### src/rtl/core/tsk_pkg.sv
package tsk_pkg;

    // Field widths.
    localparam int TSK_ID_W     = 16;
    localparam int TSK_SAMPLE_W = 16;
    localparam int TSK_SUM_W    = 48;
    localparam int TSK_SCORE_W  = 48;
    localparam int TSK_RANK_W   = 3;
    localparam int TSK_MIN_W    = 12;
    localparam int TSK_RAMP_W   = 13;
    localparam int TSK_KEEP_W   = 4;

    // Configuration port geometry.
    localparam int TSK_PADDR_W = 4;
    localparam int TSK_PDATA_W = 32;

    // Default sizes of the block.
    localparam int TSK_MAX_KEEP_DEF   = 8;
    localparam int TSK_MAX_PIXELS_DEF = 4096;

    // Register reset values.
    localparam logic [TSK_MIN_W-1:0]  TSK_MIN_RST  = 12'd20;
    localparam logic [TSK_RAMP_W-1:0] TSK_RAMP_RST = 13'd80;
    localparam logic [TSK_KEEP_W-1:0] TSK_KEEP_RST = 4'd8;

    // Saturated score, also used as the penalty score.
    localparam logic [TSK_SCORE_W-1:0] TSK_SCORE_MAX = '1;

    // Commands from the controller to the datapath.
    typedef struct packed {
        logic acc_en;     // accumulate the accepted sample
        logic cap_en;     // capture id and set flag of a template end
        logic eval_en;    // classify the template and clear the accumulator
        logic div_load;   // start the score division
        logic ins_en;     // insert the score into the ranked list
        logic rep_start;  // rewind the report rank
        logic rep_load;   // load one report entry into the output register
        logic fill_clr;   // empty the ranked list
    } t_tsk_cmd;

    // Status from the datapath to the controller.
    typedef struct packed {
        logic skip;       // too few samples, template is dropped
        logic pen;        // exactly min_pixels samples
        logic div_busy;   // divider is iterating
        logic eos;        // the template that ended also ends the set
        logic out_free;   // output register can take a new result
        logic rank_last;  // current report rank is the final one
    } t_tsk_sts;

endpackage

### src/rtl/core/tsk_div.sv
module tsk_div import tsk_pkg::*; #(
    parameter int NUM_W = TSK_SUM_W + TSK_RAMP_W,
    parameter int DEN_W = 2 * TSK_RAMP_W
) (
    input  logic             i_clk,
    input  logic             i_rst_n,
    input  logic             i_load,
    input  logic [NUM_W-1:0] i_num,
    input  logic [DEN_W-1:0] i_den,
    output logic             o_busy,
    output logic [NUM_W-1:0] o_quo
);

    localparam int CNT_W = $clog2(NUM_W + 1);

    logic [NUM_W-1:0] r_quo;
    logic [DEN_W-1:0] r_rem;
    logic [DEN_W-1:0] r_den;
    logic [CNT_W-1:0] r_cnt;
    logic             r_busy;
    logic [DEN_W:0]   w_trial;
    logic             w_ge;

    // One restoring step per cycle, numerator bits enter from the top.
    assign w_trial = {r_rem, r_quo[NUM_W-1]};
    assign w_ge    = w_trial >= {1'b0, r_den};

    always_ff @(posedge i_clk) begin
        if (!i_rst_n) begin
            r_busy <= 1'b0;
            r_cnt  <= '0;
        end else if (i_load) begin
            r_busy <= 1'b1;
            r_cnt  <= '0;
        end else if (r_busy) begin
            r_cnt <= r_cnt + CNT_W'(1);
            if (r_cnt == CNT_W'(NUM_W - 1)) begin
                r_busy <= 1'b0;
            end
        end
    end

    // The numerator shifts out while the quotient shifts in.
    always_ff @(posedge i_clk) begin
        if (i_load) begin
            r_quo <= i_num;
            r_rem <= '0;
            r_den <= i_den;
        end else if (r_busy) begin
            r_quo <= {r_quo[NUM_W-2:0], w_ge};
            if (w_ge) begin
                r_rem <= DEN_W'(w_trial - {1'b0, r_den});
            end else begin
                r_rem <= DEN_W'(w_trial);
            end
        end
    end

    assign o_busy = r_busy;
    assign o_quo  = r_quo;

endmodule

### src/rtl/core/tsk_dp.sv
module tsk_dp import tsk_pkg::*; #(
    parameter int MAX_KEEP   = TSK_MAX_KEEP_DEF,
    parameter int MAX_PIXELS = TSK_MAX_PIXELS_DEF
) (
    input  logic                           i_clk,
    input  logic                           i_rst_n,
    input  t_tsk_cmd                       i_cmd,
    output t_tsk_sts                       o_sts,
    input  logic [TSK_ID_W-1:0]            i_template_id,
    input  logic signed [TSK_SAMPLE_W-1:0] i_sample,
    input  logic                           i_end_of_set,
    input  logic [TSK_MIN_W-1:0]           i_min_pixels,
    input  logic [TSK_RAMP_W-1:0]          i_ramp_pixels,
    input  logic [TSK_KEEP_W-1:0]          i_keep_count,
    input  logic                           i_out_stall,
    output logic                           o_out_valid,
    output logic [TSK_RANK_W-1:0]          o_rank,
    output logic [TSK_ID_W-1:0]            o_best_template,
    output logic [TSK_SCORE_W-1:0]         o_score,
    output logic                           o_entry_valid,
    output logic                           o_last
);

    localparam int CW    = $clog2(MAX_PIXELS + 1);
    localparam int NW    = (CW > TSK_RAMP_W) ? CW : TSK_RAMP_W;
    localparam int NUM_W = TSK_SUM_W + TSK_RAMP_W;
    localparam int DEN_W = 2 * NW;
    localparam int KW    = $clog2(MAX_KEEP + 1);
    localparam int IW    = (MAX_KEEP > 1) ? $clog2(MAX_KEEP) : 1;
    localparam int SQ_W  = 2 * TSK_SAMPLE_W;

    // Accumulator and captured template data.
    logic [TSK_SUM_W-1:0]   r_sum;
    logic [CW-1:0]          r_cnt;
    logic [TSK_ID_W-1:0]    r_tid;
    logic                   r_eos;
    logic                   r_pen;

    // Ranked list and report state.
    logic [TSK_SCORE_W-1:0] r_scores [MAX_KEEP];
    logic [TSK_ID_W-1:0]    r_ids    [MAX_KEEP];
    logic [KW-1:0]          r_filled;
    logic [IW-1:0]          r_rank;

    // Output register.
    logic                   r_out_valid;
    logic [TSK_RANK_W-1:0]  r_out_rank;
    logic [TSK_ID_W-1:0]    r_out_id;
    logic [TSK_SCORE_W-1:0] r_out_score;
    logic                   r_out_ev;
    logic                   r_out_last;

    logic signed [SQ_W-1:0] w_sq;
    logic [TSK_SUM_W:0]     w_sum_ext;
    logic [TSK_SUM_W-1:0]   w_sum_sat;
    logic [NW-1:0]          w_n;
    logic [NW-1:0]          w_min;
    logic [NW-1:0]          w_ramp;
    logic                   w_ramp_case;
    logic [TSK_RAMP_W-1:0]  w_diff;
    logic [NUM_W-1:0]       w_num;
    logic [DEN_W-1:0]       w_den;
    logic [NUM_W-1:0]       w_quo;
    logic                   w_div_busy;
    logic [TSK_SCORE_W-1:0] w_score;
    logic [KW-1:0]          w_keep;
    logic [KW-1:0]          w_cut;
    logic [MAX_KEEP-1:0]    w_le;
    logic [MAX_KEEP-1:0]    w_lep;
    logic                   w_drop;
    logic [TSK_SCORE_W-1:0] w_sh_scores [MAX_KEEP];
    logic [TSK_ID_W-1:0]    w_sh_ids    [MAX_KEEP];
    logic                   w_rd_valid;
    logic                   w_rank_last;
    logic                   w_out_free;

    // Square of the sample, added with saturation.
    assign w_sq      = i_sample * i_sample;
    assign w_sum_ext = {1'b0, r_sum} + (TSK_SUM_W + 1)'($unsigned(w_sq));
    assign w_sum_sat = w_sum_ext[TSK_SUM_W] ? TSK_SCORE_MAX : w_sum_ext[TSK_SUM_W-1:0];

    always_ff @(posedge i_clk) begin
        if (!i_rst_n) begin
            r_sum <= '0;
            r_cnt <= '0;
        end else if (i_cmd.eval_en) begin
            r_sum <= '0;
            r_cnt <= '0;
        end else if (i_cmd.acc_en && (r_cnt < CW'(MAX_PIXELS))) begin
            r_sum <= w_sum_sat;
            r_cnt <= r_cnt + CW'(1);
        end
    end

    // Capture of the template end and of the penalty decision.
    always_ff @(posedge i_clk) begin
        if (i_cmd.cap_en) begin
            r_tid <= i_template_id;
            r_eos <= i_end_of_set;
        end
        if (i_cmd.eval_en) begin
            r_pen <= o_sts.pen;
        end
    end

    // Classification and the operands of the score division.
    assign w_n         = NW'(r_cnt);
    assign w_min       = NW'(i_min_pixels);
    assign w_ramp      = NW'(i_ramp_pixels);
    assign w_ramp_case = w_n < w_ramp;
    assign w_diff      = i_ramp_pixels - TSK_RAMP_W'(i_min_pixels);

    always_comb begin
        if (w_ramp_case) begin
            w_num = NUM_W'(r_sum) * NUM_W'(w_diff);
            w_den = DEN_W'(w_n) * DEN_W'(w_n - w_min);
        end else begin
            w_num = NUM_W'(r_sum);
            w_den = DEN_W'(w_n);
        end
    end

    tsk_div #(
        .NUM_W (NUM_W),
        .DEN_W (DEN_W)
    ) u_div (
        .i_clk   (i_clk),
        .i_rst_n (i_rst_n),
        .i_load  (i_cmd.div_load),
        .i_num   (w_num),
        .i_den   (w_den),
        .o_busy  (w_div_busy),
        .o_quo   (w_quo)
    );

    // Final score: the penalty score if penalized, else the quotient with saturation.
    always_comb begin
        if (r_pen || (|w_quo[NUM_W-1:TSK_SCORE_W])) begin
            w_score = TSK_SCORE_MAX;
        end else begin
            w_score = w_quo[TSK_SCORE_W-1:0];
        end
    end

    // Effective keep count: zero acts as one, large values clamp.
    always_comb begin
        if (i_keep_count == '0) begin
            w_keep = KW'(1);
        end else if (32'(i_keep_count) > 32'(MAX_KEEP)) begin
            w_keep = KW'(MAX_KEEP);
        end else begin
            w_keep = KW'(i_keep_count);
        end
    end

    assign w_cut = (r_filled < w_keep) ? r_filled : w_keep;

    // Each list cell compares itself with the new score; the held entries
    // that are not worse form a prefix, and the new score goes right behind it.
    always_comb begin
        for (int i = 0; i < MAX_KEEP; i++) begin
            w_le[i] = (KW'(i) < w_cut) && (r_scores[i] <= w_score);
        end
        w_lep[0] = 1'b1;
        for (int i = 1; i < MAX_KEEP; i++) begin
            w_lep[i] = w_le[i-1];
        end
        w_sh_scores[0] = r_scores[0];
        w_sh_ids[0]    = r_ids[0];
        for (int i = 1; i < MAX_KEEP; i++) begin
            w_sh_scores[i] = r_scores[i-1];
            w_sh_ids[i]    = r_ids[i-1];
        end
    end

    assign w_drop = w_le[IW'(w_keep - KW'(1))];

    always_ff @(posedge i_clk) begin
        if (i_cmd.ins_en && !w_drop) begin
            for (int i = 0; i < MAX_KEEP; i++) begin
                if (!w_le[i]) begin
                    if (w_lep[i]) begin
                        r_scores[i] <= w_score;
                        r_ids[i]    <= r_tid;
                    end else begin
                        r_scores[i] <= w_sh_scores[i];
                        r_ids[i]    <= w_sh_ids[i];
                    end
                end
            end
        end
    end

    // Fill count: cut to the keep count, then grow by one if there was room.
    always_ff @(posedge i_clk) begin
        if (!i_rst_n) begin
            r_filled <= '0;
        end else if (i_cmd.fill_clr) begin
            r_filled <= '0;
        end else if (i_cmd.ins_en) begin
            r_filled <= (w_cut < w_keep) ? w_cut + KW'(1) : w_cut;
        end
    end

    // Report sequencing, one rank per loaded result.
    assign w_rd_valid  = KW'(r_rank) < r_filled;
    assign w_rank_last = (KW'(r_rank) + KW'(1)) == w_keep;
    assign w_out_free  = !r_out_valid || !i_out_stall;

    always_ff @(posedge i_clk) begin
        if (!i_rst_n) begin
            r_rank <= '0;
        end else if (i_cmd.rep_start) begin
            r_rank <= '0;
        end else if (i_cmd.rep_load && !w_rank_last) begin
            r_rank <= r_rank + IW'(1);
        end
    end

    // Output register, so a waiting result does not hold up the list.
    always_ff @(posedge i_clk) begin
        if (!i_rst_n) begin
            r_out_valid <= 1'b0;
        end else if (i_cmd.rep_load) begin
            r_out_valid <= 1'b1;
        end else if (!i_out_stall) begin
            r_out_valid <= 1'b0;
        end
    end

    always_ff @(posedge i_clk) begin
        if (i_cmd.rep_load) begin
            r_out_rank  <= TSK_RANK_W'(r_rank);
            r_out_id    <= w_rd_valid ? r_ids[r_rank] : '0;
            r_out_score <= w_rd_valid ? r_scores[r_rank] : '0;
            r_out_ev    <= w_rd_valid;
            r_out_last  <= w_rank_last;
        end
    end

    // Status to the controller.
    assign o_sts.skip      = w_n < w_min;
    assign o_sts.pen       = w_n == w_min;
    assign o_sts.div_busy  = w_div_busy;
    assign o_sts.eos       = r_eos;
    assign o_sts.out_free  = w_out_free;
    assign o_sts.rank_last = w_rank_last;

    assign o_out_valid     = r_out_valid;
    assign o_rank          = r_out_rank;
    assign o_best_template = r_out_id;
    assign o_score         = r_out_score;
    assign o_entry_valid   = r_out_ev;
    assign o_last          = r_out_last;

endmodule

### src/rtl/core/tsk_ctrl.sv
module tsk_ctrl import tsk_pkg::*; (
    input  logic     i_clk,
    input  logic     i_rst_n,
    input  logic     i_in_valid,
    input  logic     i_end_of_template,
    input  t_tsk_sts i_sts,
    output logic     o_in_stall,
    output t_tsk_cmd o_cmd
);

    localparam logic [2:0] S_ACCEPT = 3'd0;
    localparam logic [2:0] S_EVAL   = 3'd1;
    localparam logic [2:0] S_DIV    = 3'd2;
    localparam logic [2:0] S_INSERT = 3'd3;
    localparam logic [2:0] S_REPORT = 3'd4;

    logic [2:0] r_state;
    logic [2:0] n_state;
    logic       w_accept;

    assign o_in_stall = r_state != S_ACCEPT;
    assign w_accept   = i_in_valid && (r_state == S_ACCEPT);

    // Next state and command decode.
    always_comb begin
        n_state = r_state;
        o_cmd   = '0;
        case (r_state)
            S_ACCEPT: begin
                o_cmd.acc_en = w_accept;
                o_cmd.cap_en = w_accept && i_end_of_template;
                if (w_accept && i_end_of_template) begin
                    n_state = S_EVAL;
                end
            end
            S_EVAL: begin
                o_cmd.eval_en = 1'b1;
                if (i_sts.skip) begin
                    if (i_sts.eos) begin
                        o_cmd.rep_start = 1'b1;
                        n_state         = S_REPORT;
                    end else begin
                        n_state = S_ACCEPT;
                    end
                end else if (i_sts.pen) begin
                    n_state = S_INSERT;
                end else begin
                    o_cmd.div_load = 1'b1;
                    n_state        = S_DIV;
                end
            end
            S_DIV: begin
                if (!i_sts.div_busy) begin
                    n_state = S_INSERT;
                end
            end
            S_INSERT: begin
                o_cmd.ins_en = 1'b1;
                if (i_sts.eos) begin
                    o_cmd.rep_start = 1'b1;
                    n_state         = S_REPORT;
                end else begin
                    n_state = S_ACCEPT;
                end
            end
            S_REPORT: begin
                if (i_sts.out_free) begin
                    o_cmd.rep_load = 1'b1;
                    if (i_sts.rank_last) begin
                        o_cmd.fill_clr = 1'b1;
                        n_state        = S_ACCEPT;
                    end
                end
            end
            default: begin
                n_state = S_ACCEPT;
            end
        endcase
    end

    always_ff @(posedge i_clk) begin
        if (!i_rst_n) begin
            r_state <= S_ACCEPT;
        end else begin
            r_state <= n_state;
        end
    end

endmodule

### src/rtl/core/template_score_top_k_unit.sv
// Template scoring unit: takes one distance sample request per cycle, sums the
// squares per template and, at the end of each template, forms a mean squared
// score that is ranked into a sorted list of the best keep_count templates; the
// end of a set reports that list, best first, one result per cycle while the
// output is not stalled, and empties it. Samples inside a template are taken
// back to back. After the last sample of a template the input is stalled while
// the score is formed: a skipped template is only classified, a penalized one
// is classified and inserted, and any other one is classified, then divided
// by the bit-serial divider that produces one quotient bit per cycle, seen to
// finish and inserted into the list in parallel. A set end then also stalls
// the input while keep_count results go out. Configuration must be written
// through the register port while the unit is idle; this is not enforced.
module template_score_top_k_unit import tsk_pkg::*; #(
    parameter int MAX_KEEP   = TSK_MAX_KEEP_DEF,
    parameter int MAX_PIXELS = TSK_MAX_PIXELS_DEF
) (
    input  logic                           i_clk,
    input  logic                           i_rst_n,
    // Sample requests.
    input  logic                           i_in_valid,
    output logic                           o_in_stall,
    input  logic [TSK_ID_W-1:0]            i_template_id,
    input  logic signed [TSK_SAMPLE_W-1:0] i_sample,
    input  logic                           i_end_of_template,
    input  logic                           i_end_of_set,
    // Ranked results.
    output logic                           o_out_valid,
    input  logic                           i_out_stall,
    output logic [TSK_RANK_W-1:0]          o_rank,
    output logic [TSK_ID_W-1:0]            o_best_template,
    output logic [TSK_SCORE_W-1:0]         o_score,
    output logic                           o_entry_valid,
    output logic                           o_last,
    // Register port.
    input  logic                           psel,
    input  logic                           penable,
    input  logic                           pwrite,
    input  logic [TSK_PADDR_W-1:0]         paddr,
    input  logic [TSK_PDATA_W-1:0]         pwdata,
    output logic [TSK_PDATA_W-1:0]         prdata,
    output logic                           pready
);

    localparam logic [1:0] REG_MIN  = 2'd0;
    localparam logic [1:0] REG_RAMP = 2'd1;
    localparam logic [1:0] REG_KEEP = 2'd2;

    logic [TSK_MIN_W-1:0]  r_min_pixels;
    logic [TSK_RAMP_W-1:0] r_ramp_pixels;
    logic [TSK_KEEP_W-1:0] r_keep_count;
    logic [1:0]            w_reg_idx;
    logic                  w_wr;
    t_tsk_cmd              w_cmd;
    t_tsk_sts              w_sts;

    // Register writes complete in the access phase; no wait states.
    assign pready    = 1'b1;
    assign w_reg_idx = paddr[3:2];
    assign w_wr      = psel && penable && pwrite && pready;

    always_ff @(posedge i_clk) begin
        if (!i_rst_n) begin
            r_min_pixels  <= TSK_MIN_RST;
            r_ramp_pixels <= TSK_RAMP_RST;
            r_keep_count  <= TSK_KEEP_RST;
        end else if (w_wr) begin
            case (w_reg_idx)
                REG_MIN:  r_min_pixels  <= pwdata[TSK_MIN_W-1:0];
                REG_RAMP: r_ramp_pixels <= pwdata[TSK_RAMP_W-1:0];
                REG_KEEP: r_keep_count  <= pwdata[TSK_KEEP_W-1:0];
                default: begin
                end
            endcase
        end
    end

    // Read back of the registers.
    always_comb begin
        case (w_reg_idx)
            REG_MIN:  prdata = TSK_PDATA_W'(r_min_pixels);
            REG_RAMP: prdata = TSK_PDATA_W'(r_ramp_pixels);
            REG_KEEP: prdata = TSK_PDATA_W'(r_keep_count);
            default:  prdata = '0;
        endcase
    end

    tsk_ctrl u_ctrl (
        .i_clk             (i_clk),
        .i_rst_n           (i_rst_n),
        .i_in_valid        (i_in_valid),
        .i_end_of_template (i_end_of_template),
        .i_sts             (w_sts),
        .o_in_stall        (o_in_stall),
        .o_cmd             (w_cmd)
    );

    tsk_dp #(
        .MAX_KEEP   (MAX_KEEP),
        .MAX_PIXELS (MAX_PIXELS)
    ) u_dp (
        .i_clk           (i_clk),
        .i_rst_n         (i_rst_n),
        .i_cmd           (w_cmd),
        .o_sts           (w_sts),
        .i_template_id   (i_template_id),
        .i_sample        (i_sample),
        .i_end_of_set    (i_end_of_set),
        .i_min_pixels    (r_min_pixels),
        .i_ramp_pixels   (r_ramp_pixels),
        .i_keep_count    (r_keep_count),
        .i_out_stall     (i_out_stall),
        .o_out_valid     (o_out_valid),
        .o_rank          (o_rank),
        .o_best_template (o_best_template),
        .o_score         (o_score),
        .o_entry_valid   (o_entry_valid),
        .o_last          (o_last)
    );

endmodule

### config.mk
export PLATFORM = sky130hd
export DESIGN_NAME = template_score_top_k_unit
export DESIGN_NICKNAME = d
export VERILOG_FILES = /design/src/rtl/core/tsk_pkg.sv /design/src/rtl/core/tsk_div.sv /design/src/rtl/core/tsk_dp.sv /design/src/rtl/core/tsk_ctrl.sv /design/src/rtl/core/template_score_top_k_unit.sv
export SDC_FILE = /design/constraint.sdc
export NUM_CORES = 2
export LEC_CHECK = 0
export BUFFER_PORTS_ARGS = -buffer_cell sky130_fd_sc_hd__buf_4
export CORE_UTILIZATION = 30
export DETAILED_ROUTE_END_ITERATION = 8
export PLACE_DENSITY = 0.51
export SKIP_CTS_REPAIR_TIMING = 1
export SYNTH_ARGS = -nofsm -noshare
export SYNTH_HDL_FRONTEND = slang
export SYNTH_SLANG_ARGS = --single-unit
export TNS_END_PERCENT = 1
### constraint.sdc
create_clock -name i_clk -period 9.8 [get_ports i_clk]
set_input_delay 0 -clock i_clk [delete_from_list [all_inputs] [get_ports i_clk]]
set_output_delay 0 -clock i_clk [all_outputs]
set_load 0.05 [all_outputs]
=== Word-level counts from Yosys, hierarchy flattened ===
Memory sizes are Yosys's and may differ from the RTL's. A register that Yosys moved wholly into a read port is not among the register bits.
Index checks and enable logic that the tools add are counted.

* Memories: 2
* Flip-flop bits (word level): 244
* Word-level logic and storage cells: 237
* Memory bits (writable): 512

{| class="wikitable"
|+ Memory list
! name !! words !! width !! read ports !! clocked after Yosys merged registers in !! wr ports !! RTL line !! source
|-
| u_dp.r_scores || 8 || 48 || 9 || 1 || 8 || tsk_dp.sv:40 || <nowiki>logic [TSK_SCORE_W-1:0] r_scores [MAX_KEEP];</nowiki>
|-
| u_dp.r_ids || 8 || 16 || 8 || 1 || 8 || tsk_dp.sv:41 || <nowiki>logic [TSK_ID_W-1:0] r_ids [MAX_KEEP];</nowiki>
|}

* $mul: 3
* Equal/unequal tests: 14
* Add/subtract/negate cells: 10
* Bitwise operators: 15
* Muxes and demuxes: 110
* $lt $le $gt $ge: 25
* Reduce and logical (&&, ||, !) cells: 37

{| class="wikitable"
|+ Operators with widths
! operator !! number
|-
| 2-to-1 mux 48 bit || 9
|-
| less-or-equal comparator 48 bit || 8
|-
| 2-to-1 mux 61 bit || 3
|-
| 2-to-1 mux 16 bit || 7
|-
| 2-to-1 mux 1 bit || 71
|-
| multiplier 48 x 13 -> 61 bit || 1
|-
| adder 48 x 32 -> 49 bit || 1
|-
| one-hot mux 13 bit (3 select lines) || 1
|-
| multiplier 16 x 16 -> 32 bit || 1
|-
| >= comparator 27 x 26 -> 1 bit || 1
|-
| multiplier 13 x 26 -> 26 bit || 1
|-
| 2-to-1 mux 26 bit || 1
|-
| subtractor 26 bit || 1
|-
| 2-to-1 mux 3 bit || 6
|-
| less-than comparator 3 x 4 -> 1 bit (first input constant) || 4
|-
| 2-to-1 mux 4 bit || 4
|-
| logical AND 1 bit || 15
|-
| one-hot mux 3 bit (5 select lines) || 1
|-
| bitwise OR 1 bit || 14
|-
| subtractor 13 x 12 -> 14 bit || 1
|-
| adder 13 x 1 -> 13 bit (second input constant) || 1
|-
| == test 13 x 12 -> 1 bit || 1
|-
| less-than comparator 13 x 12 -> 1 bit || 1
|-
| less-than comparator 13 bit || 1
|-
| other kinds (38) || 59
|}

=== Depth between registers and ports, before layout ===
* Depth after elaboration: 14
* Mapped depth: 37
* Mapped depth without buffers: 36

=== Modules after synthesis ===
Synthesis repeated with hierarchy kept, for this count alone.

* Cell total of the unflattened synthesis: 8,214
* Area total of the unflattened synthesis: 87,091.0 um2

{| class="wikitable"
|+ By module, submodules not included
! module !! times used !! area each (um2) !! cells an instance !! seq. area each (um2)
|-
| tsk_dp || 1 || 78,758.0 || 7,417 || 19,368.6
|-
| tsk_div || 1 || 6,545.0 || 591 || 3,273.1
|-
| template_score_top_k_unit || 1 || 1,547.7 || 173 || 580.6
|-
| tsk_ctrl || 1 || 240.2 || 33 || 60.1
|}

=== Worst setup path after synthesis ===
Ideal clock, no wire load.

* Path kind: flip-flop to flip-flop
* From: reg r_min_pixels[0]
* To: reg u_dp.u_div.r_quo[56], in the netlist u_dp.u_div.o_quo[56], data pin
* Cell stages (with the launch flop): 35
* Path slack: 1,556 ps
* Data arrival time: 8,075 ps
* Period minus slack after synthesis: 8,244 ps
* Setup time: 169 ps
* Buffers on the path: 2
* Cell sequence: dfxtp_1 -> ha_1 -> inv_1 -> fa_1 -> a21o_1 -> a21oi_1 -> o21ai_0 -> a21oi_1 -> o21ai_1 -> a21oi_1 -> o21ai_1 -> o41ai_1 -> xnor2_1 -> clkbuf_1 -> clkbuf_1 -> nand2_1 -> fa_1 -> fa_1 -> inv_1 -> fa_1 -> fa_1 -> inv_1 -> fa_1 -> inv_1 -> ha_1 -> nand2_1 -> a21oi_1 -> o211ai_1 -> a32o_1 -> o31a_1 -> o31a_1 -> a21oi_1 -> a21boi_0 -> xor2_1 -> o31ai_1

* Longest elaborated chain between the ends: 5
* Elaborated cells between the ends (all ways): 9

{| class="wikitable"
|+ RTL lines
! item !! RTL line !! source
|-
| from (decl) || template_score_top_k_unit.sv:48 || <nowiki>logic [TSK_MIN_W-1:0] r_min_pixels;</nowiki>
|-
| from (signal assigned) || template_score_top_k_unit.sv:68 || <nowiki>REG_MIN: r_min_pixels <= pwdata[TSK_MIN_W-1:0];</nowiki>
|-
| branches (longest 4 deep; another with multiplier 48 x 13 -> 61 bit) || n/a ||
|-
| 2-to-1 mux 61 bit * || tsk_div.sv:45 || <nowiki>if (i_load) begin</nowiki>
|-
| to (signal assigned) || tsk_div.sv:46 || <nowiki>r_quo <= i_num;</nowiki>
|-
| to (signal assigned) || tsk_div.sv:50 || <nowiki>r_quo <= {r_quo[NUM_W-2:0], w_ge};</nowiki>
|-
| to (decl) || tsk_div.sv:16 || <nowiki>logic [NUM_W-1:0] r_quo;</nowiki>
|}

Every way passes the cells marked *.
A chain may end at the register's enable or synchronous reset.

=== Final worst setup path ===
Ends and elaborated chain as after synthesis.

==> impl_metrics.yaml <==
status:
  status: "complete, but fails checks"
  violations: "negative hold slack"
global_route:
  antenna_found_initial: 17
  grt.total_usage: 0.178
  grt_pass1_wl_mm: 401
  grt_overflow_total: 0
  grt_pass1_vias: 64600
  grt_max_degree: 82
detailed_routing:
  drt-vias-per-instance: 5.07
  drtIter0Drc: 4432
  postRouteAntennaNets: 0
  routed_wire_length_per_instance_um: 21.3
  dr.pass1.iters: 6
  drc_errors: 0
  wl_met1_mm: 122
  drt-total-wl_mm: 260
  highest_layer: "met5"
  route.met3.wl_mm: 13.0
  wl_met2_mm: 119
  vias: 61900
worst_setup_path:
  crit_required_ps: 10350
  worstPathArrival_ps: 9810
  path_common_cell: "fa_1"
  critPathSlowestCell: "fa_1"
  start_kind: "flop"
  cp_slowest_stage_delay_ps: 550
  critPathCaptureType: "flop"
  cp_max_fo: 48
  path_class: "flop to flop"
sta:
  fmax_ghz: 0.108
  relSlewSlack: 0.182
  setup-tns-final_ps: 0
  rsz0062_at_grt: "no"
  holdWs_ps: -18.2
  finalHoldViolCount: 1
  worstMarginPinSlew_ps: 1220
  final_max_slew_viol_count: 0
  finalCritPeriodShare: 0.944
  fin_skew_ps: 58.9
  setup_slack_ps: 548
  setup_viol: 0
  fin_crit_ps: 9250
run:
  maxCapViolCount: 0
pwr:
  fin_total_pwr_mw: 25.9
  p_per_area_mw_per_mm2: 273
  ir_worst_vdd_mv: 0.514
  p_leak_nw: 38.7
place:
  dp_worst_setup_slack_ps: 234
  portBuffers: 139
  hpwlAfterDp_mm: 194
  post-place-cells: 12000
  gp_congestion: 0.892
synth:
  yosys_warnings: 0
  async_flop_share: 0
  synth_cells: 8398
  synth-main-ff-cell: "edfxtp_1"
  yosysSeqAreaShare: 0.269
  avgSynthCellArea_sq_um: 10.3
  netlist_area_sq_mm: 0.0864
  synth_edf_count: 686
  synth.distinct_cells: 103
  ys_ff_latch: 820
floorplan:
  die_x_um: 539
  core_area_sq_mm: 0.286
  initial_utilization: 0.302
  num_rows: 196
  num_io_pins: 181
  die_h_um: 539
  dieArea_sq_mm: 0.290
clock_tree:
  cts_tree: "done"
  root_buffer: "clkbuf_16"
  cts_htree_levels: 3
  clock_sinks: 820
  clock_latency_ps: 780
  cts.clk_slew.worst_paths_ps: 70
  cts_made_buffers: 99
  clockBufferDepth: 3
final_layout:
  fin_cells: 12200
  fill_cells: 29100
  drive_gt1_frac: 0.114
  area_growth_pct: 10.0
  ff_latch_area_sq_mm: 0.0233
  fin_nets: 10100
  multiInputGateArea_sq_mm: 0.0569
  fin_util: 0.333
hold_path:
  hold_class: "primary input to flop"
-- final cells by class --
cell class | count | area share
multi-input cells | 5936 | 0.598
flip-flops and latches | 820 | 0.245
well taps | 3762 | 0.0495
inverters | 1207 | 0.0476
clock buffers | 124 | 0.0277
repair buffers | 313 | 0.0269
clock inverters | 58 | 0.00514
diodes | 6 | 0.000158
-- worst max-delay path: cells and delay by family, from the launching register on --
family,cells,cell delay [ps]
buffers and inverters,4,420
adders and majority gates,8,3610
and+or+nand+nor,1,210
AOI/OAI and AO/OA,17,4000
xor gates and xnor gates,2,350
DFF,1,430
-- cell usage in the layout, fill, tap and decap left out, types with 27 or more instances in the layout --
master         count
clkbuf_16        101
a211oi_1          43
a21oi_1          352
ha_1             734
nor3_1            54
xnor2_1          137
mux4_2           128
nor2_1           351
o211ai_1          35
a21boi_0          27
or2_2             61
mux2_4            60
a21o_1           131
mux2_1           161
mux2_2           238
xor2_1            64
inv_1           1204
nand4_1           99
nand2_1         1000
nor2b_1          108
edfxtp_1         686
nand3_1           94
and2_1           221
a31oi_1           61
fa_1             914
nand2b_1          41
dlygate4sd3_1     55
o21a_1            31
o21ai_0          256
and3_1            35
mux2i_1          149
buf_4            252
dfxtp_1          129
-- worst paths after layout --
kind / slack, ps / end / startpoint / cells past startpoint
max reg2reg: 550 / u_dp.u_div.o_quo[56]$_DFFE_PP_ / r_min_pixels[0]$_SDFFE_PN0P_ / 32
min: -20 / r_keep_count[3]$_SDFFE_PN1P_ / paddr[2] / 3
min reg2reg: 470 / u_dp.u_div.r_rem[25]$_SDFFE_PP0P_ / u_dp.u_div.r_rem[25]$_SDFFE_PP0P_ / 2
max: 550 / u_dp.u_div.o_quo[56]$_DFFE_PP_ / r_min_pixels[0]$_SDFFE_PN0P_ / 32
-- report_power, final --
group          internal, mW  leakage [nW]  switching (mW)
Clock                  2.04          1.51            1.64
Sequential             3.84          6.04           0.300
Combinational          7.59          31.2            10.5
Total                  13.5          38.7            12.5
-- cell families after synthesis --
family / Yosys count / synth area share
flops: 820 / 0.269
simple gates: 2184 / 0.119
mux: 736 / 0.113
compound gates: 1136 / 0.0824
xor+xnor: 209 / 0.0212
other cells: 2 / 0.0000869
buf+inv: 1660 / 0.0762
fa+ha+maj: 1651 / 0.318
-- registers in the layout (all words and copies together), names as in the netlist, 12 cells and up --
| name | count |
|---|---|
| r_min_pixels | 12 |
| u_dp.r_sum | 48 |
| u_dp.o_score | 48 |
| u_dp.u_div.o_quo | 61 |
| u_dp.r_tid | 16 |
| u_dp.r_ids | 128 |
| u_dp.u_div.r_den | 26 |
| r_ramp_pixels | 13 |
| u_dp.r_cnt | 13 |
| u_dp.r_scores | 384 |
| u_dp.u_div.r_rem | 26 |
| u_dp.o_best_template | 16 |
-- synth_stat cells, types with 60 or more instances --
cell      number  area, sq um
o21ai_0      259         1300
a21o_1       131          983
dfxtp_1      134         2680
nand4_1       99          619
edfxtp_1     686        20600
ha_1         736         9210
nor2b_1      108          676
xnor2_1      143         1250
mux2_4        60          901
mux2_1       161         1810
and2_1       221         1380
nor2_1       359         1350
a21oi_1      353         1770
clkbuf_1     344         1290
nand2_1     1000         3750
xor2_1        66          578
mux4_2       128         2880
nand3_1       94          470
mux2_2       238         2680
a31oi_1       61          382
fa_1         915        18300
inv_1       1206         4530
mux2i_1      149         1490
or2_2         61          382
-- metal layers --
metal | global-route usage | vias up
li1 | - | 28300
met1 | 0.251 | 31700
met2 | 0.288 | 1581
met3 | 0.0225 | 336
met4 | 0.0476 | 4
met5 | 0 | -
-- metrics by stage --
stage               hold WS [ps]  cell area, sq um
floorplan                   98.9             86500
global placement             180             91400
detailed placement           179             91400
CTS                         -641             94500
global route                2.69             95100
finish                     -18.2             95100
(Power assumes the default switching activity.)
